**src/hw/rtl/cb_pkg.sv**
```systemverilog
// shared types, codes and sizes of the per-client circuit breaker
// no dependencies
package cb_pkg;

  localparam int CLIENTS    = 16;
  localparam int TIME_BITS  = 32;
  localparam int COUNT_BITS = 8;
  localparam int IDX_BITS   = (CLIENTS > 1) ? $clog2(CLIENTS) : 1;
  localparam int THR_BITS   = 8;
  localparam int COOL_BITS  = 16;
  localparam int CMP_BITS   = (COUNT_BITS > THR_BITS) ? COUNT_BITS : THR_BITS;

  localparam logic [1:0] FUNC_ALLOW   = 2'd0;
  localparam logic [1:0] FUNC_SUCCESS = 2'd1;
  localparam logic [1:0] FUNC_FAILURE = 2'd2;
  localparam logic [1:0] FUNC_TICK    = 2'd3;

  localparam logic [1:0] MODE_CLOSED = 2'd0;
  localparam logic [1:0] MODE_OPEN   = 2'd1;
  localparam logic [1:0] MODE_HALF   = 2'd2;

  localparam logic CFG_COOLDOWN  = 1'b0;
  localparam logic CFG_THRESHOLD = 1'b1;

  typedef struct packed {
    logic [1:0]            mode;
    logic                  probe;
    logic [COUNT_BITS-1:0] count;
    logic [TIME_BITS-1:0]  open_time;
  } entry_t;

  typedef struct packed {
    logic       opened_event;
    logic [1:0] breaker_state;
    logic       admitted;
  } result_t;

endpackage

```
**src/hw/rtl/cb_step.sv**
```systemverilog
// next-entry and result logic for one item on one breaker entry
// depends on cb_pkg
module cb_step
  import cb_pkg::*;
(
  input  logic [1:0]           func,
  input  entry_t               cur,
  input  logic [TIME_BITS-1:0] time_now,
  input  logic [COOL_BITS-1:0] cooldown,
  input  logic [THR_BITS-1:0]  fail_limit,
  output entry_t               nxt,
  output result_t              res
);

  logic [TIME_BITS-1:0]  since;
  logic [COUNT_BITS-1:0] count_inc;
  logic                  cool_done;
  logic                  thr_hit;

  assign since     = time_now - cur.open_time;
  assign cool_done = since >= TIME_BITS'(cooldown);
  assign count_inc = (&cur.count) ? cur.count : cur.count + 1'b1;
  assign thr_hit   = CMP_BITS'(count_inc) >= CMP_BITS'(fail_limit);

  always_comb begin
    nxt = cur;
    res = '0;
    unique case (func)
      FUNC_ALLOW: begin
        if (cur.mode == MODE_CLOSED) begin
          res.admitted = 1'b1;
        end else if (cur.mode == MODE_OPEN) begin
          if (cool_done) begin
            nxt.mode     = MODE_HALF;
            nxt.probe    = 1'b1;
            res.admitted = 1'b1;
          end
        end else if (!cur.probe) begin
          nxt.probe    = 1'b1;
          res.admitted = 1'b1;
        end
      end
      FUNC_SUCCESS: begin
        nxt.count = '0;
        if (cur.mode == MODE_HALF) begin
          nxt.mode  = MODE_CLOSED;
          nxt.probe = 1'b0;
        end
      end
      FUNC_FAILURE: begin
        if (cur.mode == MODE_HALF) begin
          nxt.mode         = MODE_OPEN;
          nxt.open_time    = time_now;
          nxt.probe        = 1'b0;
          res.opened_event = 1'b1;
        end else begin
          nxt.count = count_inc;
          if (cur.mode == MODE_CLOSED && thr_hit) begin
            nxt.mode         = MODE_OPEN;
            nxt.open_time    = time_now;
            nxt.probe        = 1'b0;
            res.opened_event = 1'b1;
          end
        end
      end
      FUNC_TICK: begin
        nxt = cur;
      end
      default: begin
        nxt = cur;
      end
    endcase
    res.breaker_state = nxt.mode;
  end

endmodule

```
**src/hw/rtl/per_client_circuit_breaker.sv**
```systemverilog
// A table of circuit breakers, one per client index, held in flip-flops.
// Each item is taken into an input register; when the output register is free
// or being read, its entry is read, updated and written back while the result
// is loaded into the output register, so a result passes the input register and
// then the output register before it is offered; one item is taken every cycle
// as long as the output side keeps up. The rate is set by the single
// read-modify-write of the entry table, done combinationally and written back at
// the edge that loads the result, so that an item right behind another on the
// same client sees its update. Reset clears every entry to closed at once;
// configuration writes take effect on the next cycle.
// depends on cb_pkg and cb_step
module per_client_circuit_breaker
  import cb_pkg::*;
(
  input  logic                 clk,
  input  logic                 rst,
  input  logic                 s_tvalid,
  output logic                 s_tready,
  input  logic [7:0]           s_tdata,   // [3:0] client_index, [7:4] zero
  input  logic [1:0]           s_tuser,   // [1:0] func
  output logic                 m_tvalid,
  input  logic                 m_tready,
  output logic [7:0]           m_tdata,   // [0] admitted, [2:1] breaker_state,
                                          // [3] opened_event, [7:4] zero
  input  logic                 cfg_we,
  input  logic                 cfg_index,
  input  logic [COOL_BITS-1:0] cfg_wdata
);

  logic                 in_valid;
  logic [1:0]           in_func;
  logic [3:0]           in_idx;
  logic [COOL_BITS-1:0] cooldown;
  logic [THR_BITS-1:0]  fail_limit;
  logic [TIME_BITS-1:0] time_now;
  entry_t               table_q [CLIENTS];
  logic                 advance;
  logic                 fire;
  logic                 idx_ok;
  logic [IDX_BITS-1:0]  entry_sel;
  entry_t               cur;
  entry_t               entry_next;
  result_t              step_res;
  result_t              res;
  result_t              res_next;

  assign advance   = !m_tvalid || m_tready;
  assign s_tready  = !in_valid || advance;
  assign fire      = in_valid && advance;
  assign idx_ok    = 9'(in_idx) < 9'(CLIENTS);
  assign entry_sel = IDX_BITS'(in_idx);
  assign cur       = table_q[entry_sel];
  assign res_next  = idx_ok ? step_res : '0;
  assign m_tdata   = {4'b0, res};

  cb_step u_step (
    .func       (in_func),
    .cur        (cur),
    .time_now   (time_now),
    .cooldown   (cooldown),
    .fail_limit (fail_limit),
    .nxt        (entry_next),
    .res        (step_res)
  );

  always_ff @(posedge clk) begin
    if (rst) begin
      in_valid <= 1'b0;
    end else if (s_tready) begin
      in_valid <= s_tvalid;
    end
  end

  always_ff @(posedge clk) begin
    if (s_tvalid && s_tready) begin
      in_func <= s_tuser;
      in_idx  <= s_tdata[3:0];
    end
  end

  always_ff @(posedge clk) begin
    if (rst) begin
      cooldown   <= COOL_BITS'(30);
      fail_limit <= THR_BITS'(5);
    end else if (cfg_we) begin
      unique case (cfg_index)
        CFG_COOLDOWN:  cooldown   <= cfg_wdata;
        CFG_THRESHOLD: fail_limit <= cfg_wdata[THR_BITS-1:0];
        default:       cooldown   <= cooldown;
      endcase
    end
  end

  always_ff @(posedge clk) begin
    if (rst) begin
      time_now <= '0;
    end else if (fire && in_func == FUNC_TICK) begin
      time_now <= time_now + 1'b1;
    end
  end

  always_ff @(posedge clk) begin
    if (rst) begin
      for (int i = 0; i < CLIENTS; i++) begin
        table_q[i] <= '0;
      end
    end else if (fire && idx_ok) begin
      table_q[entry_sel] <= entry_next;
    end
  end

  always_ff @(posedge clk) begin
    if (rst) begin
      m_tvalid <= 1'b0;
    end else if (advance) begin
      m_tvalid <= in_valid;
    end
  end

  always_ff @(posedge clk) begin
    if (fire) begin
      res <= res_next;
    end
  end

endmodule

```
**config.mk**
```make
export PLATFORM = sky130hd
export DESIGN_NAME = per_client_circuit_breaker
export DESIGN_NICKNAME = d
export VERILOG_FILES = /design/src/hw/rtl/cb_pkg.sv /design/src/hw/rtl/cb_step.sv /design/src/hw/rtl/per_client_circuit_breaker.sv
export SDC_FILE = /design/constraint.sdc
export NUM_CORES = 1
export LEC_CHECK = 0
export BUFFER_PORTS_ARGS = -buffer_cell sky130_fd_sc_hd__buf_4
export CORE_MARGIN = 4
export CORE_UTILIZATION = 25
export DETAILED_ROUTE_END_ITERATION = 7
export MAX_ROUTING_LAYER = met4
export PLACE_DENSITY = 0.37
export SLEW_MARGIN = 20
export SYNTH_ARGS = -nofsm -noshare
export SYNTH_HDL_FRONTEND = slang
export SYNTH_SLANG_ARGS = --single-unit
```
**constraint.sdc**
```tcl
create_clock -name clk -period 8.7 [get_ports clk]
set_input_delay 0.87 -clock clk [delete_from_list [all_inputs] [get_ports clk]]
set_output_delay 0.87 -clock clk [all_outputs]
set_load 0.02 [all_outputs]
```
==> results of run 1 <==
[kinds of logic (layout without fill, tap and decap cells)]
group / Yosys count / count (layout) / synth area share [%]
muxes: 230 / 230 / 14.0
buffers and inverters: 280 / 365 / 3.21
other: 1 / 4 / 0.0104
AOI/OAI and AO/OA: 294 / 294 / 5.33
and+or+nand+nor: 1052 / 1052 / 12.3
xor gates and xnor gates: 44 / 44 / 1.09
DFF: 760 / 760 / 61.8
adders and majority gates: 65 / 65 / 2.28
[layout make-up]
| class | count | area (sq um) | share of cell area [%] |
|---|---|---|---|
| flip-flops and latches | 760 | 22200 | 53.6 |
| multi-input cells | 1689 | 12800 | 31.0 |
| clock buffers | 114 | 2410 | 5.83 |
| well taps | 1890 | 2360 | 5.71 |
| repair buffers | 130 | 1020 | 2.47 |
| clock inverters | 47 | 299 | 0.722 |
| inverters | 74 | 278 | 0.670 |
[worst max-delay path: stages (launching register included)]
cell and delay [ps]:
dfxtp_4 730, buf_4 420, mux4_2 610, mux4_2 510, inv_1 90, ha_1 230
nand2_1 140, or3_1 380, a21oi_1 370, o21ai_1 260, nand2_1 140, xor2_1 180
ha_1 280, nor2b_1 150, o21a_1 220, a2111oi_0 380, o221a_2 260, nand3_1 70
or4_1 560, or4_1 880, a311oi_1 430
[stage by stage]
stage          area, sq um  util, %  total power, uW
6_report             41400     29.1             9010
5_1_grt              41400     29.1             9370
4_1_cts              41400     29.1             9120
3_5_place_dp         38700     27.2             5550
3_3_place_gp         38700     27.2             5530
2_1_floorplan        36000        -             5070
[state kept, by name, summed over array words and instances, names as in the netlist, named ones only]
name,cells
cooldown,16
m_tvalid,1
m_tdata,4
in_func,2
time_now,32
entry_sel,4
in_valid,1
fail_limit,8
table_q,688
[where the power goes]
part / switching (uW) / internal, uW
logic: 836 / 455
registers: 63.0 / 4110
clock network: 1500 / 2040
[metal layers]
metal | share of wire (%) | GRT usage, % | up-vias
li1 | - | - | 10100
met1 | 43 | 22.1 | 12200
met2 | 50 | 29.1 | 618
met3 | 4.5 | 2.07 | 157
met4 | 2.4 | 4.57 | 0
met5 | 0 | - | -
[synth_stat cells (35+ instances only)]
cell      instances
buf_2            35
ha_1             64
nor2_1          736
edfxtp_1        698
o21ai_0          41
nor3_1           42
mux4_2          208
dfxtp_1          62
inv_1            73
nand2_1         123
a21oi_1         130
clkbuf_1        142
[worst max-delay path by stage]
stage	end	slack, ps	cells past startpoint
2_1_floorplan	table_q[10][40]$_SDFFCE_PN0P_	1290	29
3_3_place_gp	table_q[10][40]$_SDFFCE_PN0P_	1200	24
3_5_place_dp	table_q[14][41]$_SDFFCE_PN0P_	1280	20
4_1_cts	table_q[14][41]$_SDFFCE_PN0P_	1260	20
5_1_grt	table_q[8][40]$_SDFFCE_PN0P_	720	24
6_report	table_q[14][41]$_SDFFCE_PN0P_	1170	20
==> impl_metrics.tcl, run 1 <==
set metrics [dict create \
    irDropWorstVdd_mv 0.115 \
    grt_overflow 0 \
    drc 0 \
    ys.flop_type "edfxtp_1" \
    ys.warnings.count 0 \
    final_common_cell "nor2_1" \
    routed_wl_um 128000 \
    rsz0062_at_grt "false" \
    grtUsageTotal_pct 17.3 \
    pre_cts_ws_ps 1280 \
    cp.arrival_ps 7990 \
    hold_violations 0 \
    hold_path_class "primary input to flop" \
    holdWs_ps 394 \
    htree_levels 3 \
    holdPathStages 1 \
    via_count 23100 \
    n_antenna_cell 0 \
    insertion_delay_ps 670 \
    grt_pass1_wl_um 180000 \
    synth_area_per_cell_sq_um 13.2 \
    die_h_um 387 \
    path_class "flop to flop" \
    cts_tree "built" \
    core_sq_mm 0.142 \
    worstPathMaxFanout 26 \
    start_util_pct 25.3 \
    syn_inst 2726 \
    stdcell_count 4704 \
    dp.cells 4543 \
    die_x_um 387 \
    yosysUniqueCellTypes 81 \
    drt_iter0_drc 1795 \
    clk_pin_slew_worst_paths_ps 60 \
    fin_crit_sh_pct 86.5 \
    drv_slew 0 \
    drive_gt1_share_pct 18.9 \
    end_kind "flop" \
    worstHoldEndpoint "in_func[0]$_DFFE_PP_" \
    grt_pass1_vias 23900 \
    synth_area_leaders "edfxtp_1 58%, mux4_2 13%, nor2_1 7.7%" \
    synth_top_area_share_pct 58.3 \
    async_flop_share_pct 0 \
    antenna_found_initial 1 \
    period_needed_ps 7530 \
    reg2reg_to "table_q[14][41]$_SDFFCE_PN0P_" \
    start_kind "flop" \
    routed_via_density 4.91 \
    wire_per_inst_um 27.2 \
    ios 42 \
    place_congestion 0.888 \
    dieArea_sq_mm 0.150 \
    max-clock-path-buffers 3 \
    cts.sinks 760 \
    fin_ws_ps 1170 \
    synth-edff-count 698 \
    post_cts_resized 0 \
    dr.pass1.iters 5 \
    tightestPinTransition_ps 1130 \
    final_cell_mix "736 x nor2_1, 698 x edfxtp_1, 208 x mux4_2" \
    grt_max_degree 89 \
    clock.fmax_ghz 0.133 \
    slew_headroom_pct 25.0 \
    nets 2841 \
    area_growth_pct 15.3 \
    synth_area_sq_mm 0.0359 \
    max-cap-violations 0 \
    fillers 14500 \
    ys_seq_elements 760 \
    r2r_cells 20 \
    hold_start "s_tuser[0]" \
    powerDensity_mw_per_mm2 217 \
    ctsHoldBuffers 0 \
    reg2reg_slack_ps 1170 \
    yosysSeqAreaShare_pct 61.8 \
    status "finished clean" \
    cts_root_buffer "clkbuf_16" \
    rows 138 \
    finalClockSkew_ps 25.3 \
    finalSetupTns_ps 0 \
    cts-buffers-inserted 89 \
    port_buffers 33 \
    leakage_uw 0.0142 \
    dp.final_hpwl_um 73700 \
    worst-endpoint-required_ps 9160 \
    postRouteAntennaNets 0 \
    setup_viol 0 \
    post_cts_buffers 0 \
    yosys.area.top_type "edfxtp_1" \
]
No activity file was read; power rests on OpenSTA's default activity.
==> run 2: changes to the inputs <==
- BUFFER_PORTS_ARGS: -buffer_cell sky130_fd_sc_hd__buf_4 -> -buffer_cell sky130_fd_sc_hd__clkbuf_2
==> impl_metrics.tcl, run 2 (synthesized netlist as in run 1, its figures left out) <==
set metrics [dict create \
    hold_violations 0 \
    final_common_cell "nor2_1" \
    max-clock-path-buffers 3 \
    status "finished clean" \
    ios 42 \
    core_sq_mm 0.142 \
    top_register "table_q" \
    postRouteAntennaNets 0 \
    dieArea_sq_mm 0.150 \
    setup_viol 0 \
    crit_chain "buf_4 > mux4_2 > mux4_2 > inv_1 > ha_1 > nand2_1 > or3_1 > a21oi_1 > o21ai_1 > nand2_1 > xor2_1 > ha_1 > nor2b_1 > o21a_1 > a2111oi_0 > o221a_2 > nand3_1 > or4_1 > or4_1 > a311oi_1" \
    post_cts_resized 0 \
    end_kind "flop" \
    critical_path.top_delay_family "simple AND/OR/NAND/NOR gates" \
    drv_slew 0 \
    htree_levels 3 \
    max-cap-violations 0 \
    finalClockSkew_ps 23.5 \
    die_x_um 387 \
    grt_pass1_vias 23600 \
    cp.arrival_ps 8010 \
    fillers 14400 \
    regArea_sq_mm 0.0222 \
    leakage_uw 0.0142 \
    antenna_found_initial 3 \
    start_util_pct 25.3 \
    slew_headroom_pct 27.2 \
    finalSetupTns_ps 0 \
    powerDensity_mw_per_mm2 222 \
    grt_overflow 0 \
    grt_max_degree 52 \
    routed_via_density 4.99 \
    path_class "flop to flop" \
    start_kind "flop" \
    multiInputGateArea_sq_mm 0.0128 \
    cp_slowest_cell "or4_1" \
    rsz0062_at_grt "false" \
    final_cell_mix "736 x nor2_1, 698 x edfxtp_1, 208 x mux4_2" \
    port_buffers 33 \
    routed_wl_um 129000 \
    cts.sinks 760 \
    area_growth_pct 15.4 \
    hold_path_class "primary input to flop" \
    insertion_delay_ps 670 \
    cts_root_buffer "clkbuf_16" \
    rows 138 \
    worst-endpoint-required_ps 9170 \
    place_congestion 0.888 \
    drt_iter0_drc 2253 \
    nets 2835 \
    wire_per_inst_um 27.5 \
    drive_gt1_share_pct 19.2 \
    die_h_um 387 \
    crit_buf_inv 2 \
    worstPathMaxFanout 38 \
    largest_reg_flops 688 \
    irDropWorstVdd_mv 0.164 \
    drc 0 \
    dp.final_hpwl_um 74100 \
    dr.pass1.iters 5 \
    via_count 23400 \
    clk_pin_slew_worst_paths_ps 60 \
    post_cts_buffers 0 \
    ctsHoldBuffers 0 \
    tightestPinTransition_ps 1090 \
    cts_tree "built" \
    clock.fmax_ghz 0.133 \
    period_needed_ps 7540 \
    reg.largest.list "table_q x688, time_now x32, cooldown x16" \
    grt_pass1_wl_um 181000 \
    grtUsageTotal_pct 17.4 \
    finalPower_uw 9190 \
    max_stage_delay_ps 910 \
    cts-buffers-inserted 90 \
    fin_crit_sh_pct 86.7 \
]
## run 2: changes by cell type in the layout (fill, tap and decap cells not counted), sizes merged
| cell | delta |
|---|---|
| buf | -39 |
| clkbuf | +35 |
| clkinv | -5 |
| bufinv | +4 |
| diode | +2 |
| inv | +1 |
## run 2: final timing paths
check	from	end	slack, ps	depth (start not counted)
worst max-delay path	flop	table_q[13][41]$_SDFFCE_PN0P_	1160	20
worst min-delay path	s_tuser[0]	in_func[0]$_DFFE_PP_	390	1
worst max register to register	flop	table_q[13][41]$_SDFFCE_PN0P_	1160	20
worst min register to register	fail_limit[4]$_SDFFE_PP0P_	fail_limit[4]$_SDFFE_PP0P_	460	2
## run 2: worst register-to-register path, delay by kind of cell (launching register included)
| family | cells | cell delay (ps) |
|---|---|---|
| mux | 2 | 910 |
| xor+xnor | 1 | 180 |
| buf+inv | 2 | 730 |
| fa+ha+maj | 2 | 580 |
| simple gates | 7 | 2170 |
| flops | 1 | 810 |
| compound gates | 6 | 1970 |
## run 2: power by group
| part | internal [uW] | switching [uW] | leakage, uW |
|---|---|---|---|
| Combinational | 448 | 837 | 0.00509 |
| Clock | 2200 | 1530 | 0.00142 |
| Sequential | 4110 | 63.5 | 0.00772 |
## run 2: stage by stage
| stage | std cells | hold slack (ps) | instance area (sq um) | setup WS [ps] | util, % |
|---|---|---|---|---|---|
| after floorplan | 2729 | 436 | 36000 | 1290 | - |
| after global placement | 4534 | 451 | 38500 | 1130 | 27.1 |
| after detailed placement | 4535 | 451 | 38500 | 1210 | 27.1 |
| after CTS | 4699 | 326 | 41400 | 1200 | 29.1 |
| after global routing | 4701 | 342 | 41500 | 690 | 29.2 |
| final | 4702 | 389 | 41500 | 1160 | 29.2 |
## run 2: cell type report
class,instances,area share [%]
clock inverter,47,1.04
timing repair buffer,123,2.14
multi-input combinational,1689,31.0
antenna,2,0.0121
inverter,74,0.669
tap,1890,5.70
clock buffer,117,5.94
sequential,760,53.5
## run 2: routing by layer
layer  wire length, um  track usage [%]  share of wire [%]
met2             60900             27.6                 47
met5                 0                -                  0
met1             56600             22.9                 44
met3              7970             3.03                6.2
met4              4030             5.09                3.1
==> run 3: changes to the inputs <==
- clock period: 8.7 -> 7.5 ns (I/O delays scaled with it)
==> impl_metrics.tcl, run 3 (synthesized netlist as in run 1, its figures left out) <==
set metrics [dict create \
    period_needed_ps 6950 \
    rows 138 \
    largest_reg_flops 688 \
    crit_buf_inv 3 \
    powerDensity_mw_per_mm2 256 \
    finalSetupTns_ps 0 \
    post_cts_buffers 0 \
    r2r_cells 21 \
    fin_crit_sh_pct 92.7 \
    nets 2847 \
    drt_iter0_drc 1906 \
    cts_root_buffer "clkbuf_16" \
    clock.fmax_ghz 0.144 \
    setup_viol 0 \
    crit_chain "buf_12 > mux4_2 > mux4_2 > inv_1 > ha_1 > a2111oi_0 > o21ai_1 > o221a_2 > o21ai_1 > nand2_1 > xor2_1 > ha_1 > nor2b_1 > o21a_1 > a2111oi_0 > o221a_2 > nand3_1 > or4_1 > or4_1 > buf_4 > a311oi_1" \
    final_cell_mix "736 x nor2_1, 698 x edfxtp_1, 208 x mux4_2" \
    grt_max_degree 47 \
    grt_pass1_vias 24100 \
    core_sq_mm 0.142 \
    fillers 14400 \
    routed_via_density 4.96 \
    crit_end "table_q[13][41]$_SDFFCE_PN0P_" \
    reg.largest.list "table_q x688, time_now x32, cooldown x16" \
    pre_cts_ws_ps 382 \
    start_util_pct 25.3 \
    clk_pin_slew_worst_paths_ps 60 \
    post_cts_resized 0 \
    grt_pass1_wl_um 182000 \
    cts.sinks 760 \
    dr.pass1.iters 6 \
    ctsHoldBuffers 0 \
    status "finished clean" \
    finalClockSkew_ps 24.2 \
    path_class "flop to flop" \
    place_congestion 0.882 \
    max_stage_delay_ps 610 \
    via_count 23400 \
    wire_per_inst_um 27.5 \
    drive_gt1_share_pct 19.6 \
    die_x_um 387 \
    hold_violations 0 \
    dieArea_sq_mm 0.150 \
    holdWs_ps 249 \
    grt_overflow 0 \
    routed_wl_um 130000 \
    port_buffers 33 \
    max-cap-violations 0 \
    leakage_uw 0.0143 \
    crit_cells 21 \
    cp.arrival_ps 7440 \
    die_h_um 387 \
    finalPower_uw 10600 \
    rsz0062_at_grt "false" \
    start_kind "flop" \
    max-clock-path-buffers 3 \
    cts-buffers-inserted 91 \
    highest_layer "met4" \
    drt-met1-wl_um 55300 \
    insertion_delay_ps 680 \
    cp_slowest_cell "dfxtp_4" \
    worst-endpoint-required_ps 7980 \
    drv_slew 0 \
    dr_wl_met3_um 6740 \
    grtUsageTotal_pct 17.5 \
    reg2reg_slack_ps 550 \
    slew_headroom_pct 26.1 \
    n_antenna_cell 0 \
    end_kind "flop" \
    final_common_cell "nor2_1" \
    irDropWorstVdd_mv 0.156 \
    hold_path_class "primary input to flop" \
    antenna_found_initial 1 \
    top_register "table_q" \
    met2_length_um 64100 \
    drc 0 \
    area_growth_pct 15.5 \
    dp.final_hpwl_um 75000 \
    fin_ws_ps 546 \
    ios 42 \
    reg2reg_to "table_q[13][41]$_SDFFCE_PN0P_" \
    critical_path.top_delay_family "compound AO/OA/AOI/OAI gates" \
    postRouteAntennaNets 0 \
    multiInputGateArea_sq_mm 0.0128 \
    tightestPinTransition_ps 1110 \
    cts_tree "built" \
    worstPathMaxFanout 41 \
    htree_levels 3 \
    regArea_sq_mm 0.0222 \
]
-- run 3: routing by layer --
layer | global-route usage, % | up-vias
li1 | - | 10100
met1 | 22.2 | 12300
met2 | 29.2 | 722
met3 | 2.76 | 194
met4 | 4.68 | 0
met5 | - | -
-- run 3: power breakdown --
part	switching (uW)	internal, uW	total (uW)
Clock	1820	2460	4280
Sequential	66.9	4770	4840
Combinational	991	531	1520
Total	2880	7760	10600
-- run 3: worst reg2reg max path, cell delays in order, from the launching register on --
cell       delay (ps)
dfxtp_4           610
buf_12            390
mux4_2            630
mux4_2            470
inv_1             120
ha_1              310
a2111oi_0         430
o21ai_1           170
o221a_2           180
o21ai_1           200
nand2_1            90
xor2_1            170
ha_1              310
nor2b_1           140
o21a_1            200
a2111oi_0         420
o221a_2           260
nand3_1            60
or4_1             530
or4_1             520
buf_4             240
a311oi_1          310
-- run 3: through the flow --
stage	util, %	std cells	cell area [sq um]
6_report	29.2	4717	41500
3_5_place_dp	27.2	4548	38700
4_1_cts	29.2	4718	41500
5_1_grt	29.2	4717	41500
2_1_floorplan	-	2729	36000
3_3_place_gp	27.2	4548	38700
-- run 3: how the worst min path moves through the flow --
stage | start | end | slack [ps] | depth (start not counted)
after global routing | s_tuser[1] | in_func[1]$_DFFE_PP_ | 220 | 1
after floorplan | cooldown[10]$_SDFFE_PP0P_ | cooldown[10]$_SDFFE_PP0P_ | 440 | 2
after global placement | fail_limit[4]$_SDFFE_PP0P_ | fail_limit[4]$_SDFFE_PP0P_ | 450 | 2
final | s_tuser[1] | in_func[1]$_DFFE_PP_ | 250 | 1
after CTS | s_tuser[1] | in_func[1]$_DFFE_PP_ | 210 | 1
after detailed placement | cooldown[6]$_SDFFE_PP0P_ | cooldown[6]$_SDFFE_PP0P_ | 450 | 2
-- run 3: final cells by class --
cell class	count	share of cell area, %
clock buffers	116	6.02
clock inverters	54	0.874
inverters	74	0.669
multi-input cells	1689	30.9
flip-flops and latches	760	53.5
well taps	1890	5.69
repair buffers	134	2.34
